File: src/rtl/core/ppm_pkg.sv
// ----------------------------------------------------------------------------
// ppm_pkg
// Shared widths, item codes, register indexes and types of the PWM meter.
// ----------------------------------------------------------------------------
package ppm_pkg;

  localparam int COUNT_BITS_DEFAULT = 32;
  localparam int WORD_BITS          = 32;
  localparam int DUTY_BITS          = 10;
  localparam int MODE_BITS          = 3;
  localparam int LOST_BITS          = 8;
  localparam int CFG_INDEX_BITS     = 3;

  // Item kinds
  localparam logic [MODE_BITS-1:0] MODE_RISE    = 3'd0;
  localparam logic [MODE_BITS-1:0] MODE_FALL    = 3'd1;
  localparam logic [MODE_BITS-1:0] MODE_UNKNOWN = 3'd2;
  localparam logic [MODE_BITS-1:0] MODE_LOST    = 3'd3;
  localparam logic [MODE_BITS-1:0] MODE_TICK    = 3'd4;
  localparam logic [MODE_BITS-1:0] MODE_CLEAR   = 3'd5;

  // Register indexes
  localparam logic [CFG_INDEX_BITS-1:0] CFG_MIN_PERIOD   = 3'd0;
  localparam logic [CFG_INDEX_BITS-1:0] CFG_MAX_INTERVAL = 3'd1;
  localparam logic [CFG_INDEX_BITS-1:0] CFG_MIN_PULSE    = 3'd2;
  localparam logic [CFG_INDEX_BITS-1:0] CFG_TIMEOUT_MS   = 3'd3;
  localparam logic [CFG_INDEX_BITS-1:0] CFG_TIMER_RATE   = 3'd4;

  // Register reset values
  localparam logic [WORD_BITS-1:0] RST_MIN_PERIOD   = 32'd2;
  localparam logic [WORD_BITS-1:0] RST_MAX_INTERVAL = 32'd10000000;
  localparam logic [WORD_BITS-1:0] RST_MIN_PULSE    = 32'd1;
  localparam logic [WORD_BITS-1:0] RST_TIMEOUT_MS   = 32'd1000;
  localparam logic [WORD_BITS-1:0] RST_TIMER_RATE   = 32'd1000000;

  localparam logic [DUTY_BITS-1:0] PERMILLE = 10'd1000;

  typedef struct packed {
    logic [WORD_BITS-1:0] min_period;
    logic [WORD_BITS-1:0] max_interval;
    logic [WORD_BITS-1:0] min_pulse;
    logic [WORD_BITS-1:0] timeout_ms;
  } cfg_t;

  typedef struct packed {
    logic [WORD_BITS-1:0] period;
    logic [WORD_BITS-1:0] pulse;
    logic [WORD_BITS-1:0] last_edge;
    logic [WORD_BITS-1:0] errors;
    logic                 period_ok;
    logic                 pulse_ok;
    logic                 timed_out;
  } meas_t;

endpackage

File: src/rtl/core/ppm_serial_div.sv
// ----------------------------------------------------------------------------
// ppm_serial_div
// Restoring divider producing one quotient bit per cycle.
// ----------------------------------------------------------------------------
module ppm_serial_div import ppm_pkg::*; #(
  parameter int QUOT_BITS = WORD_BITS
) (
  input  logic                 clk,
  input  logic                 rst,
  input  logic                 start,
  input  logic [WORD_BITS-1:0] rem_init,      // must be below divisor
  input  logic [QUOT_BITS-1:0] dividend_low,
  input  logic [WORD_BITS-1:0] divisor,
  output logic [QUOT_BITS-1:0] quotient,
  output logic                 done
);

  localparam int CntW = $clog2(QUOT_BITS + 1);

  logic [WORD_BITS-1:0] rem;
  logic [WORD_BITS-1:0] div_r;
  logic [QUOT_BITS-1:0] shreg;
  logic [CntW-1:0]      cnt;
  logic [WORD_BITS:0]   trial;
  logic [WORD_BITS:0]   diff;
  logic                 take;

  // Shift the next dividend bit into the remainder; quotient bits fill from the bottom
  assign trial    = {rem, shreg[QUOT_BITS-1]};
  assign diff     = trial - {1'b0, div_r};
  assign take     = (trial >= {1'b0, div_r});
  assign quotient = shreg;

  always_ff @(posedge clk) begin
    if (rst) begin
      cnt  <= '0;
      done <= 1'b0;
    end else if (start) begin
      cnt  <= CntW'(QUOT_BITS);
      done <= 1'b0;
    end else if (cnt != '0) begin
      cnt <= cnt - CntW'(1);
      if (cnt == CntW'(1)) begin
        done <= 1'b1;
      end
    end
  end

  always_ff @(posedge clk) begin
    if (start) begin
      rem   <= rem_init;
      shreg <= dividend_low;
      div_r <= divisor;
    end else if (cnt != '0) begin
      rem   <= take ? diff[WORD_BITS-1:0] : trial[WORD_BITS-1:0];
      shreg <= {shreg[QUOT_BITS-2:0], take};
    end
  end

endmodule

File: src/rtl/core/ppm_meas.sv
// ----------------------------------------------------------------------------
// ppm_meas
// Measurement state: period, pulse width, timeout and error count update.
// ----------------------------------------------------------------------------
module ppm_meas import ppm_pkg::*; #(
  parameter int COUNT_BITS = COUNT_BITS_DEFAULT
) (
  input  logic                 clk,
  input  logic                 rst,
  input  logic                 start,
  input  logic [MODE_BITS-1:0] mode,
  input  logic [WORD_BITS-1:0] capture_tick,
  input  logic [WORD_BITS-1:0] now_ms,
  input  logic [LOST_BITS-1:0] lost_count,
  input  cfg_t                 cfg,
  output meas_t                meas,
  output logic                 done
);

  localparam logic [WORD_BITS-1:0] TickMask = (COUNT_BITS >= WORD_BITS) ? '1 :
      WORD_BITS'((64'd1 << COUNT_BITS) - 64'd1);

  // Item held for the update
  logic [MODE_BITS-1:0] mode_r;
  logic [WORD_BITS-1:0] tick_r;
  logic [WORD_BITS-1:0] now_r;
  logic [LOST_BITS-1:0] lost_r;

  // Phase marker: difference, compare, update
  logic [2:0] run;

  // State
  logic [WORD_BITS-1:0] last_rise,  last_rise_next;
  logic                 seen_rise,  seen_rise_next;
  logic [WORD_BITS-1:0] period,     period_next;
  logic                 period_ok,  period_ok_next;
  logic [WORD_BITS-1:0] pulse,      pulse_next;
  logic                 pulse_ok,   pulse_ok_next;
  logic [WORD_BITS-1:0] last_edge,  last_edge_next;
  logic                 timed_out,  timed_out_next;
  logic [WORD_BITS-1:0] errors,     errors_next;

  logic [WORD_BITS:0]   d_raw;
  logic [WORD_BITS-1:0] diff_r;
  logic [WORD_BITS-1:0] elapsed_r;
  logic                 p_in_r, w_in_r, w_gt_r, expire_r;
  logic [LOST_BITS-1:0] inc;
  logic [WORD_BITS:0]   err_sum;
  logic                 pulse_good;

  assign d_raw = {1'b0, tick_r} - {1'b0, last_rise};

  always_ff @(posedge clk) begin
    if (rst) begin
      run <= '0;
    end else begin
      run <= {run[1:0], start};
    end
  end

  assign done = run[2];

  always_ff @(posedge clk) begin
    if (start) begin
      mode_r <= mode;
      tick_r <= capture_tick & TickMask;
      now_r  <= now_ms;
      lost_r <= lost_count;
    end
    if (run[0]) begin
      // Saturate a difference that wraps beyond the word
      if (COUNT_BITS > WORD_BITS && d_raw[WORD_BITS]) begin
        diff_r <= '1;
      end else begin
        diff_r <= d_raw[WORD_BITS-1:0] & TickMask;
      end
      elapsed_r <= now_r - last_edge;
    end
    if (run[1]) begin
      p_in_r   <= (diff_r >= cfg.min_period) && (diff_r <= cfg.max_interval);
      w_in_r   <= (diff_r >= cfg.min_pulse) && (diff_r <= cfg.max_interval);
      w_gt_r   <= (diff_r > period);
      expire_r <= !seen_rise || (elapsed_r > cfg.timeout_ms);
    end
  end

  assign pulse_good = w_in_r && !(period_ok && w_gt_r);
  assign err_sum    = {1'b0, errors} + (WORD_BITS + 1)'(inc);

  always_comb begin
    last_rise_next = last_rise;
    seen_rise_next = seen_rise;
    period_next    = period;
    period_ok_next = period_ok;
    pulse_next     = pulse;
    pulse_ok_next  = pulse_ok;
    last_edge_next = last_edge;
    timed_out_next = timed_out;
    inc            = '0;
    unique case (mode_r)
      MODE_RISE: begin
        last_edge_next = now_r;
        timed_out_next = 1'b0;
        if (seen_rise) begin
          period_next    = diff_r;
          period_ok_next = p_in_r;
          inc            = LOST_BITS'(!p_in_r);
        end
        last_rise_next = tick_r;
        seen_rise_next = 1'b1;
      end
      MODE_FALL: begin
        last_edge_next = now_r;
        timed_out_next = 1'b0;
        if (!seen_rise) begin
          // Orphan falling edge: keep the old width
          pulse_ok_next = 1'b0;
          inc           = LOST_BITS'(1);
        end else begin
          pulse_next    = diff_r;
          pulse_ok_next = pulse_good;
          inc           = LOST_BITS'(!pulse_good);
        end
      end
      MODE_UNKNOWN: begin
        last_edge_next = now_r;
        timed_out_next = 1'b0;
        inc            = LOST_BITS'(1);
      end
      MODE_LOST: begin
        inc = lost_r;
      end
      MODE_TICK: begin
        if (expire_r) begin
          timed_out_next = 1'b1;
          period_ok_next = 1'b0;
          pulse_ok_next  = 1'b0;
        end
      end
      MODE_CLEAR: begin
        last_rise_next = '0;
        seen_rise_next = 1'b0;
        period_next    = '0;
        period_ok_next = 1'b0;
        pulse_next     = '0;
        pulse_ok_next  = 1'b0;
        last_edge_next = '0;
        timed_out_next = 1'b0;
      end
      default: begin
      end
    endcase
    if (mode_r == MODE_CLEAR) begin
      errors_next = '0;
    end else if (err_sum[WORD_BITS]) begin
      errors_next = '1;
    end else begin
      errors_next = err_sum[WORD_BITS-1:0];
    end
  end

  always_ff @(posedge clk) begin
    if (rst) begin
      last_rise <= '0;
      seen_rise <= 1'b0;
      period    <= '0;
      period_ok <= 1'b0;
      pulse     <= '0;
      pulse_ok  <= 1'b0;
      last_edge <= '0;
      timed_out <= 1'b0;
      errors    <= '0;
    end else if (run[2]) begin
      last_rise <= last_rise_next;
      seen_rise <= seen_rise_next;
      period    <= period_next;
      period_ok <= period_ok_next;
      pulse     <= pulse_next;
      pulse_ok  <= pulse_ok_next;
      last_edge <= last_edge_next;
      timed_out <= timed_out_next;
      errors    <= errors_next;
    end
  end

  assign meas.period    = period;
  assign meas.pulse     = pulse;
  assign meas.last_edge = last_edge;
  assign meas.errors    = errors;
  assign meas.period_ok = period_ok;
  assign meas.pulse_ok  = pulse_ok;
  assign meas.timed_out = timed_out;

endmodule

File: src/rtl/core/pwm_period_pulse_capture_meter.sv
// ----------------------------------------------------------------------------
// pwm_period_pulse_capture_meter
// PWM period, pulse width and duty meter fed by timestamped edge items.
// ----------------------------------------------------------------------------
// Usage: each item on the slave stream carries an edge or control kind in
// s_tuser and the capture tick, millisecond time and lost count in s_tdata.
// Every item yields exactly one snapshot item on the master stream: the
// measured values in m_tdata and the validity flags in m_tuser.
// Path from acceptance to m_tvalid: the state update (difference, compare,
// update), preparation (ST_PREP, ST_START), the bit-serial frequency
// division (one quotient bit per cycle; the duty division runs alongside),
// a step that sees both quotients finish, and the load of the output
// register, which waits while the output is not free.
// Only one item is in work at a time: s_tready is high only while no item
// is in work, and rises as the output register is loaded.
// A finished snapshot waiting in the output register does not
// block the next item; that item's result waits until the register is taken.
// Reset: rst clears the measurement state, the error count and both streams,
// and loads the register defaults. A clear item resets the measurement
// state and the error count but keeps the registers.
// Configuration: cfg_we writes cfg_data to register cfg_index at once;
// indexes beyond the list are ignored. Write only while idle.
// ----------------------------------------------------------------------------
module pwm_period_pulse_capture_meter import ppm_pkg::*; #(
  parameter int COUNT_BITS = COUNT_BITS_DEFAULT
) (
  input  logic                      clk,
  input  logic                      rst,
  // Slave stream
  input  logic                      s_tvalid,
  output logic                      s_tready,
  input  logic [71:0]               s_tdata,   // capture_tick, now_ms, lost_count
  input  logic [MODE_BITS-1:0]      s_tuser,   // mode
  // Master stream
  output logic                      m_tvalid,
  input  logic                      m_tready,
  output logic [175:0]              m_tdata,   // period, pulse_width, last_edge_ms,
                                               // error_count, frequency_hz,
                                               // duty_permille, zero fill
  output logic [3:0]                m_tuser,   // period_ok, pulse_ok, timed_out,
                                               // all_valid
  // Configuration writes
  input  logic                      cfg_we,
  input  logic [CFG_INDEX_BITS-1:0] cfg_index,
  input  logic [WORD_BITS-1:0]      cfg_data
);

  localparam logic [2:0] ST_IDLE  = 3'd0;
  localparam logic [2:0] ST_MEAS  = 3'd1;
  localparam logic [2:0] ST_PREP  = 3'd2;
  localparam logic [2:0] ST_START = 3'd3;
  localparam logic [2:0] ST_DIV   = 3'd4;
  localparam logic [2:0] ST_OUT   = 3'd5;

  localparam int ProdBits = WORD_BITS + DUTY_BITS;

  logic [2:0] state, state_next;

  cfg_t                 cfg;
  logic [WORD_BITS-1:0] timer_rate;

  meas_t                meas;
  logic                 meas_done;
  logic                 accept;

  logic [ProdBits-1:0]  prod_r;
  logic                 all_r;
  logic                 zero_r;
  logic                 sat_r;
  logic                 div_start;

  logic [WORD_BITS-1:0] freq_q;
  logic                 freq_done;
  logic [DUTY_BITS-1:0] duty_q;
  logic                 duty_done;

  logic [WORD_BITS-1:0] freq_out;
  logic [DUTY_BITS-1:0] duty_out;
  logic                 load_out;

  assign accept    = s_tvalid && s_tready;
  assign s_tready  = (state == ST_IDLE);
  assign div_start = (state == ST_START);
  assign load_out  = (state == ST_OUT) && (!m_tvalid || m_tready);

  // Configuration registers
  always_ff @(posedge clk) begin
    if (rst) begin
      cfg.min_period   <= RST_MIN_PERIOD;
      cfg.max_interval <= RST_MAX_INTERVAL;
      cfg.min_pulse    <= RST_MIN_PULSE;
      cfg.timeout_ms   <= RST_TIMEOUT_MS;
      timer_rate       <= RST_TIMER_RATE;
    end else if (cfg_we) begin
      unique case (cfg_index)
        CFG_MIN_PERIOD:   cfg.min_period   <= cfg_data;
        CFG_MAX_INTERVAL: cfg.max_interval <= cfg_data;
        CFG_MIN_PULSE:    cfg.min_pulse    <= cfg_data;
        CFG_TIMEOUT_MS:   cfg.timeout_ms   <= cfg_data;
        CFG_TIMER_RATE:   timer_rate       <= cfg_data;
        default: begin
        end
      endcase
    end
  end

  ppm_meas #(
    .COUNT_BITS (COUNT_BITS)
  ) u_meas (
    .clk          (clk),
    .rst          (rst),
    .start        (accept),
    .mode         (s_tuser),
    .capture_tick (s_tdata[31:0]),
    .now_ms       (s_tdata[63:32]),
    .lost_count   (s_tdata[71:64]),
    .cfg          (cfg),
    .meas         (meas),
    .done         (meas_done)
  );

  // Sequencer
  always_comb begin
    state_next = state;
    unique case (state)
      ST_IDLE:  if (accept) state_next = ST_MEAS;
      ST_MEAS:  if (meas_done) state_next = ST_PREP;
      ST_PREP:  state_next = ST_START;
      ST_START: state_next = ST_DIV;
      ST_DIV:   if (freq_done && duty_done) state_next = ST_OUT;
      ST_OUT:   if (load_out) state_next = ST_IDLE;
      default:  state_next = ST_IDLE;
    endcase
  end

  always_ff @(posedge clk) begin
    if (rst) begin
      state <= ST_IDLE;
    end else begin
      state <= state_next;
    end
  end

  // Prepare the divisions: the pulse scaled to permille, and the cases that
  // need no quotient (invalid snapshot, zero period, pulse not below period)
  always_ff @(posedge clk) begin
    if (state == ST_PREP) begin
      prod_r <= ProdBits'(meas.pulse) * ProdBits'(PERMILLE);
      all_r  <= meas.period_ok && meas.pulse_ok && !meas.timed_out;
      zero_r <= (meas.period == '0);
      sat_r  <= (meas.pulse >= meas.period);
    end
  end

  ppm_serial_div #(
    .QUOT_BITS (WORD_BITS)
  ) u_freq_div (
    .clk          (clk),
    .rst          (rst),
    .start        (div_start),
    .rem_init     ('0),
    .dividend_low (timer_rate),
    .divisor      (meas.period),
    .quotient     (freq_q),
    .done         (freq_done)
  );

  // Pulse below period keeps the quotient under 1024, so the top bits of
  // the scaled pulse already form a remainder below the divisor
  ppm_serial_div #(
    .QUOT_BITS (DUTY_BITS)
  ) u_duty_div (
    .clk          (clk),
    .rst          (rst),
    .start        (div_start),
    .rem_init     (prod_r[ProdBits-1:DUTY_BITS]),
    .dividend_low (prod_r[DUTY_BITS-1:0]),
    .divisor      (meas.period),
    .quotient     (duty_q),
    .done         (duty_done)
  );

  always_comb begin
    if (!all_r || zero_r) begin
      freq_out = '0;
      duty_out = '0;
    end else begin
      freq_out = freq_q;
      duty_out = sat_r ? PERMILLE : duty_q;
    end
  end

  // Output register: hold the snapshot until the receiver takes it
  always_ff @(posedge clk) begin
    if (rst) begin
      m_tvalid <= 1'b0;
    end else if (load_out) begin
      m_tvalid <= 1'b1;
    end else if (m_tready) begin
      m_tvalid <= 1'b0;
    end
  end

  always_ff @(posedge clk) begin
    if (load_out) begin
      m_tdata <= {6'd0, duty_out, freq_out, meas.errors, meas.last_edge,
                  meas.pulse, meas.period};
      m_tuser <= {all_r, meas.timed_out, meas.pulse_ok, meas.period_ok};
    end
  end

endmodule
File: config.mk
export PLATFORM = sky130hd
export DESIGN_NAME = pwm_period_pulse_capture_meter
export DESIGN_NICKNAME = d
export VERILOG_FILES = /design/src/rtl/core/ppm_pkg.sv /design/src/rtl/core/ppm_serial_div.sv /design/src/rtl/core/ppm_meas.sv /design/src/rtl/core/pwm_period_pulse_capture_meter.sv
export SDC_FILE = /design/constraint.sdc
export NUM_CORES = 2
export LEC_CHECK = 0
export BUFFER_PORTS_ARGS = -buffer_cell sky130_fd_sc_hd__buf_2
export CORE_ASPECT_RATIO = 1.75
export CORE_MARGIN = 3
export CORE_UTILIZATION = 55
export CTS_CLUSTER_DIAMETER = 200
export DETAILED_ROUTE_END_ITERATION = 10
export PLACE_DENSITY = 0.71
export SETUP_SLACK_MARGIN = 0.15
export SYNTH_ARGS = -nofsm -noshare
export SYNTH_HDL_FRONTEND = slang
export SYNTH_SLANG_ARGS = --single-unit
File: constraint.sdc
create_clock -name clk -period 9.7 [get_ports clk]
set_clock_uncertainty 0.15 [all_clocks]
set_input_delay 1.455 -clock clk [delete_from_list [all_inputs] [get_ports clk]]
set_output_delay 1.455 -clock clk [all_outputs]
set_load 0.01 [all_outputs]
## Word level (Yosys, flattened, before mapping)

Cells that the tools add are included.

| storage, ports and cells | value |
|---|---|
| flip-flop bits (word level) | 840 |
| output and inout bits | 182 |
| logic and storage cells | 177 |
| input bits | 115 |

| cells by class | value |
|---|---|
| muxes and demuxes | 38 |
| equal/unequal tests | 23 |
| $add $sub $neg | 7 |
| multipliers | 1 |
| reductions and logical operators | 53 |
| magnitude comparators | 8 |

Operators by type and width:

| operator | count |
|---|---|
| two-way mux 32 bit | 9 |
| case mux 32 bit (2 select lines) | 4 |
| subtractor 32 bit | 4 |
| greater-or-equal comparator 32 bit | 3 |
| greater-or-equal comparator 33 x 32 -> 1 bit | 2 |
| greater-than comparator 32 bit | 2 |
| multiplier 32 x 7 -> 39 bit (second input constant) | 1 |
| adder 32 x 8 -> 33 bit | 1 |
| less-or-equal comparator 32 bit | 1 |
| logical NOT 32 bit | 1 |
| case mux 8 bit (4 select lines) | 1 |
| two-way mux 10 bit | 3 |
| equality test 3 x 2 -> 1 bit (second input constant) | 6 |
| case mux 3 bit (6 select lines) | 1 |
| AND reduction 2 bit | 9 |
| equality test 3 bit (second input constant) | 5 |
| nonzero test 2 bit | 7 |
| two-way mux 3 bit | 4 |
| two-way mux 6 bit | 2 |
| AND reduction 3 bit | 4 |
| != test 2 x 1 -> 1 bit (second input constant) | 5 |
| equality test 3 x 1 -> 1 bit (second input constant) | 3 |
| logical AND 1 bit | 9 |
| logical NOT 3 bit | 3 |
| 18 further kinds | 40 |

## Logic depth before layout (Yosys ltp)

| logic depth | value |
|---|---|
| word-level depth | 9 |
| depth in mapped cells | 18 |
| gate-level depth less buffers | 18 |

## By module

From an unflattened synthesis, not the netlist that was laid out.

| unflattened totals | value |
|---|---|
| cells, all modules | 4,733 |
| area total of the unflattened synthesis | 48,337.6 µm² |

By module, submodules not included:

| module | cells an instance | instances | sequential area each (µm²) | area an instance (µm²) |
|---|---|---|---|---|
| pwm_period_pulse_capture_meter | 1,697 | 1 | 9,769.4 | 18,788.0 |
| ppm_meas | 1,979 | 1 | 7,637.3 | 18,263.8 |
| ppm_serial_div (u_freq_div) | 568 | 1 | 3,022.9 | 6,189.7 |
| ppm_serial_div (u_duty_div) | 489 | 1 | 2,322.2 | 5,096.1 |

## Least setup slack after synthesis

Ideal clock, no wire load.

| path | value |
|---|---|
| kind | in2reg |
| from | in m_tready |
| to | reg m_tdata[0] (enable) |
| data required time | 8,994 ps |
| path slack | 3,394 ps |
| data arrival time | 5,600 ps |
| buffers on the path | 0 |
| setup time | 556 ps |
| stages on the path | 2 |
| cell sequence | nand2b_1 -> and3_1 |

| on the way | value |
|---|---|
| cells in the longest elaborated chain, start to end | 2 |

RTL lines:

| item | line | RTL |
|---|---|---|
| start: declaration | pwm_period_pulse_capture_meter.sv:36 | `input logic m_tready,` |
| logical OR 1 bit | pwm_period_pulse_capture_meter.sv:84 | `assign load_out = (state == ST_OUT) && (!m_tvalid \|\| m_tready);` |
| logical AND 1 bit | pwm_period_pulse_capture_meter.sv:84 |  |
| via load_out | pwm_period_pulse_capture_meter.sv:79 | `logic load_out;` |
| end signal: assignment | pwm_period_pulse_capture_meter.sv:206 | `m_tdata <= {6'd0, duty_out, freq_out, meas.errors, meas.last_edge,` |
| end: declaration | pwm_period_pulse_capture_meter.sv:37 | `output logic [175:0] m_tdata,` |

The timed path passes the listed nets, and every way through them passes these cells.
A chain may end at the register's enable or synchronous reset.

## Worst setup path after layout

| path | value |
|---|---|
| from | reg u_meas.pulse[13] |
| to | reg prod_r[41] (data pin) |

| on the way | value |
|---|---|
| cells in the longest elaborated chain, start to end | 1 |

RTL lines:

| item | line | RTL |
|---|---|---|
| start: declaration | ppm_meas.sv:37 | `logic [WORD_BITS-1:0] pulse, pulse_next;` |
| start signal: assignment | ppm_meas.sv:178 | `pulse <= pulse_next;` |
| multiplier 32 x 7 -> 39 bit | pwm_period_pulse_capture_meter.sv:148 | `prod_r <= ProdBits'(meas.pulse) * ProdBits'(PERMILLE);` |
| end signal: assignment | pwm_period_pulse_capture_meter.sv:148 |  |
| end: declaration | pwm_period_pulse_capture_meter.sv:66 | `logic [ProdBits-1:0] prod_r;` |

Every way passes these cells.

==> flow_summary.toml <==
[run_status]
outcome = "finished clean"

[grt]
antenna_found_initial = 11
grt_pass1_wl_mm = 191
grtUsageTotal = 0.279
grt_overflow = 0
grt_pass1_vias = 35400
grt_max_degree = 145

[finish]
fill_cells = 7100
top_register = "m_tdata"
drive_gt1_frac = 0.0982
ff_latch_area_sq_um = 21500
largest_reg_flops = 170
finalNetCount = 5613
fin_util = 0.617
syn_to_final_growth_pct = 10.6
finalInstanceArea_sq_um = 51600
reg.largest.list = "m_tdata (170), cfg (128), prod_r (39)"
multi_input_area_sq_um = 22600

[clocking]
clock_path_buffers = 3
post_cts_buffers = 0
cts_root_buffer = "clkbuf_16"
clkLatencyLatePin_ps = 680
clk_pin_slew_worst_paths_ps = 60
cts_tree = "yes"
cts_buffers = 80
cts_resized = 0
hold_buffers = 0
htreeDepth = 3
clock-sinks = 840

[place]
gp_congestion = 0.947
hpwl_mm = 93.0
placed_cell_area_sq_um = 48900
place_ws_ps = 3820
port_buffers = 290

[routing]
num_vias = 35100
ant_nets = 0
drt_iter0_drc = 2166
firstDrtPassIters = 5
drcViolationCount = 0
viasPerCell = 5.76
post_drt_wl_per_cell_um = 20.1
wl_mm = 123

[floorplan]
io_pins = 297
die_width_um = 226
die_h_um = 391
initial_utilization = 0.558
core_sq_um = 83600
die_area_sq_um = 88400
num_rows = 140

[sta]
worst_pin_slew_ps = 1270
slew_violations = 0
fmax_mhz = 167
setup_ws_ps = 3720
hold_viol = 0
setup-violations-final = 0
maxSlewHeadroom = 0.130
fin_crit_sh = 0.616
min_period_ps = 5980
rsz0062_at_grt = "no"
finalSetupTns_ps = 0

[logic_synthesis]
synthMostInstantiatedCell = "nand2_1"
synthArstFlopShare = 0
synthCells = 4760
synth_top_area_frac = 0.300
yosys_warnings = 0
yosysUniqueCellTypes = 84
syn_area_sq_um = 46600
synthTopCellsByArea = "edfxtp_1 30%, dfxtp_1 16%, ha_1 11%, nand2_1 5.4%, fa_1 5.3%"
synth.largest_area_cell = "edfxtp_1"
ys_ff_latch = 840
syn_area_per_cell_sq_um = 9.79
synth_ff_type = "edfxtp_1"
synth_edf_count = 465
yosysSeqAreaShare = 0.461
synthTopCellsByCount = "666 x nand2_1, 482 x a21oi_1, 468 x inv_1"

[worst_setup_path]
startpoint_type = "flop"
worstPathRequired_ps = 9970
arrival_ps = 6250
crit_chain = "inv_1, fa_1, fa_1, fa_1, fa_1, inv_1, ha_1, a21oi_1, o21ai_0, o31ai_1, nand3_1, a31oi_1, o21ai_1, a221oi_2, o211ai_1, a21oi_1, xnor2_1"
cp-end-kind = "flop"
slowest_stage = "fa_1"
cpMostUsedCell = "fa_1"
path_class = "reg2reg"
cp_top_family = "adder cells"
crit_path_max_fanout = 7
worstPathBufferInverterCount = 2
max_stage_delay_ps = 610

[run]
drv_cap = 0

[power_and_ir_drop]
irDropWorstVdd_uv = 161
p_total_uw = 9300
cellPowerDensity_nw_per_um2 = 180
leakage_uw = 0.0204

[hold_path]
hold_class = "reg2reg"
## worst register-to-register path, delay by kind of cell (launching register included)
kind                       cells  cell delay [ps]
DFF                            1              550
xor gates and xnor gates       1               90
adders and majority gates      5             2460
buffers and inverters          2              250
and+or+nand+nor                1              120
AOI/OAI and AO/OA              8             2110
## per-stage QoR
step / hold WS, ps / instances
finish: 303 / 6102
global route: 317 / 6095
global placement: 292 / 5945
CTS: 305 / 6095
floorplan: 268 / 4765
detailed placement: 293 / 5945
## cell families after synthesis
logic type / Yosys count / share of synthesized area
and+or+nand+nor: 1427 / 0.138
AOI/OAI and AO/OA: 1110 / 0.149
DFF: 840 / 0.461
buffers and inverters: 678 / 0.0566
adders and majority gates: 536 / 0.164
xor gates and xnor gates: 153 / 0.0287
muxes: 15 / 0.00325
other: 1 / 0.0000805
## placed cells by master, fill, tap and decap left out, drive strengths merged, types with 19 or more instances in the layout
| cell type | instances |
|---|---|
| nand4 | 67 |
| nor2b | 52 |
| nor3 | 54 |
| nand3b | 19 |
| dfxtp | 375 |
| a21o | 120 |
| clkbuf | 111 |
| nand2 | 666 |
| o21bai | 22 |
| o21a | 34 |
| a211oi | 46 |
| fa | 123 |
| ha | 413 |
| a21oi | 482 |
| edfxtp | 465 |
| a31oi | 30 |
| a22oi | 67 |
| nand2b | 39 |
| buf | 324 |
| nor2 | 268 |
| clkinv | 25 |
| nand3 | 124 |
| xnor2 | 112 |
| and3 | 28 |
| xor2 | 41 |
| inv | 475 |
| o21ai | 168 |
| and2 | 56 |
## metal layers
| layer | up-vias | part of all wire | GRT usage |
|---|---|---|---|
| li1 | 17000 | - | - |
| met1 | 16900 | 0.36 | 0.297 |
| met2 | 898 | 0.52 | 0.515 |
| met3 | 321 | 0.044 | 0.0395 |
| met4 | 8 | 0.071 | 0.173 |
| met5 | - | 0.00042 | 0 |
## path summary, 6_finish.rpt
| path | startpoint | end | slack [ps] | depth (start not counted) |
|---|---|---|---|---|
| max | u_meas.pulse[13] | prod_r[41] | 3720 | 17 |
| min | cfg[19] | cfg[19] | 300 | 2 |
| max reg2reg | u_meas.pulse[13] | prod_r[41] | 3720 | 17 |
| min reg2reg | cfg[19] | cfg[19] | 300 | 2 |
## power breakdown
group          internal (uW)  total (uW)  switching [uW]
Combinational            714        1850            1140
Sequential              4050        4230             182
Clock                   1810        3210            1410
## final cells by class
type,count,area share
repair buffers,324,0.0333
well taps,1065,0.0258
multi-input cells,3247,0.438
clock inverters,39,0.00837
diodes,7,0.000340
inverters,469,0.0342
flip-flops and latches,840,0.417
clock buffers,111,0.0436
No activity file was read; power rests on OpenSTA's default activity.
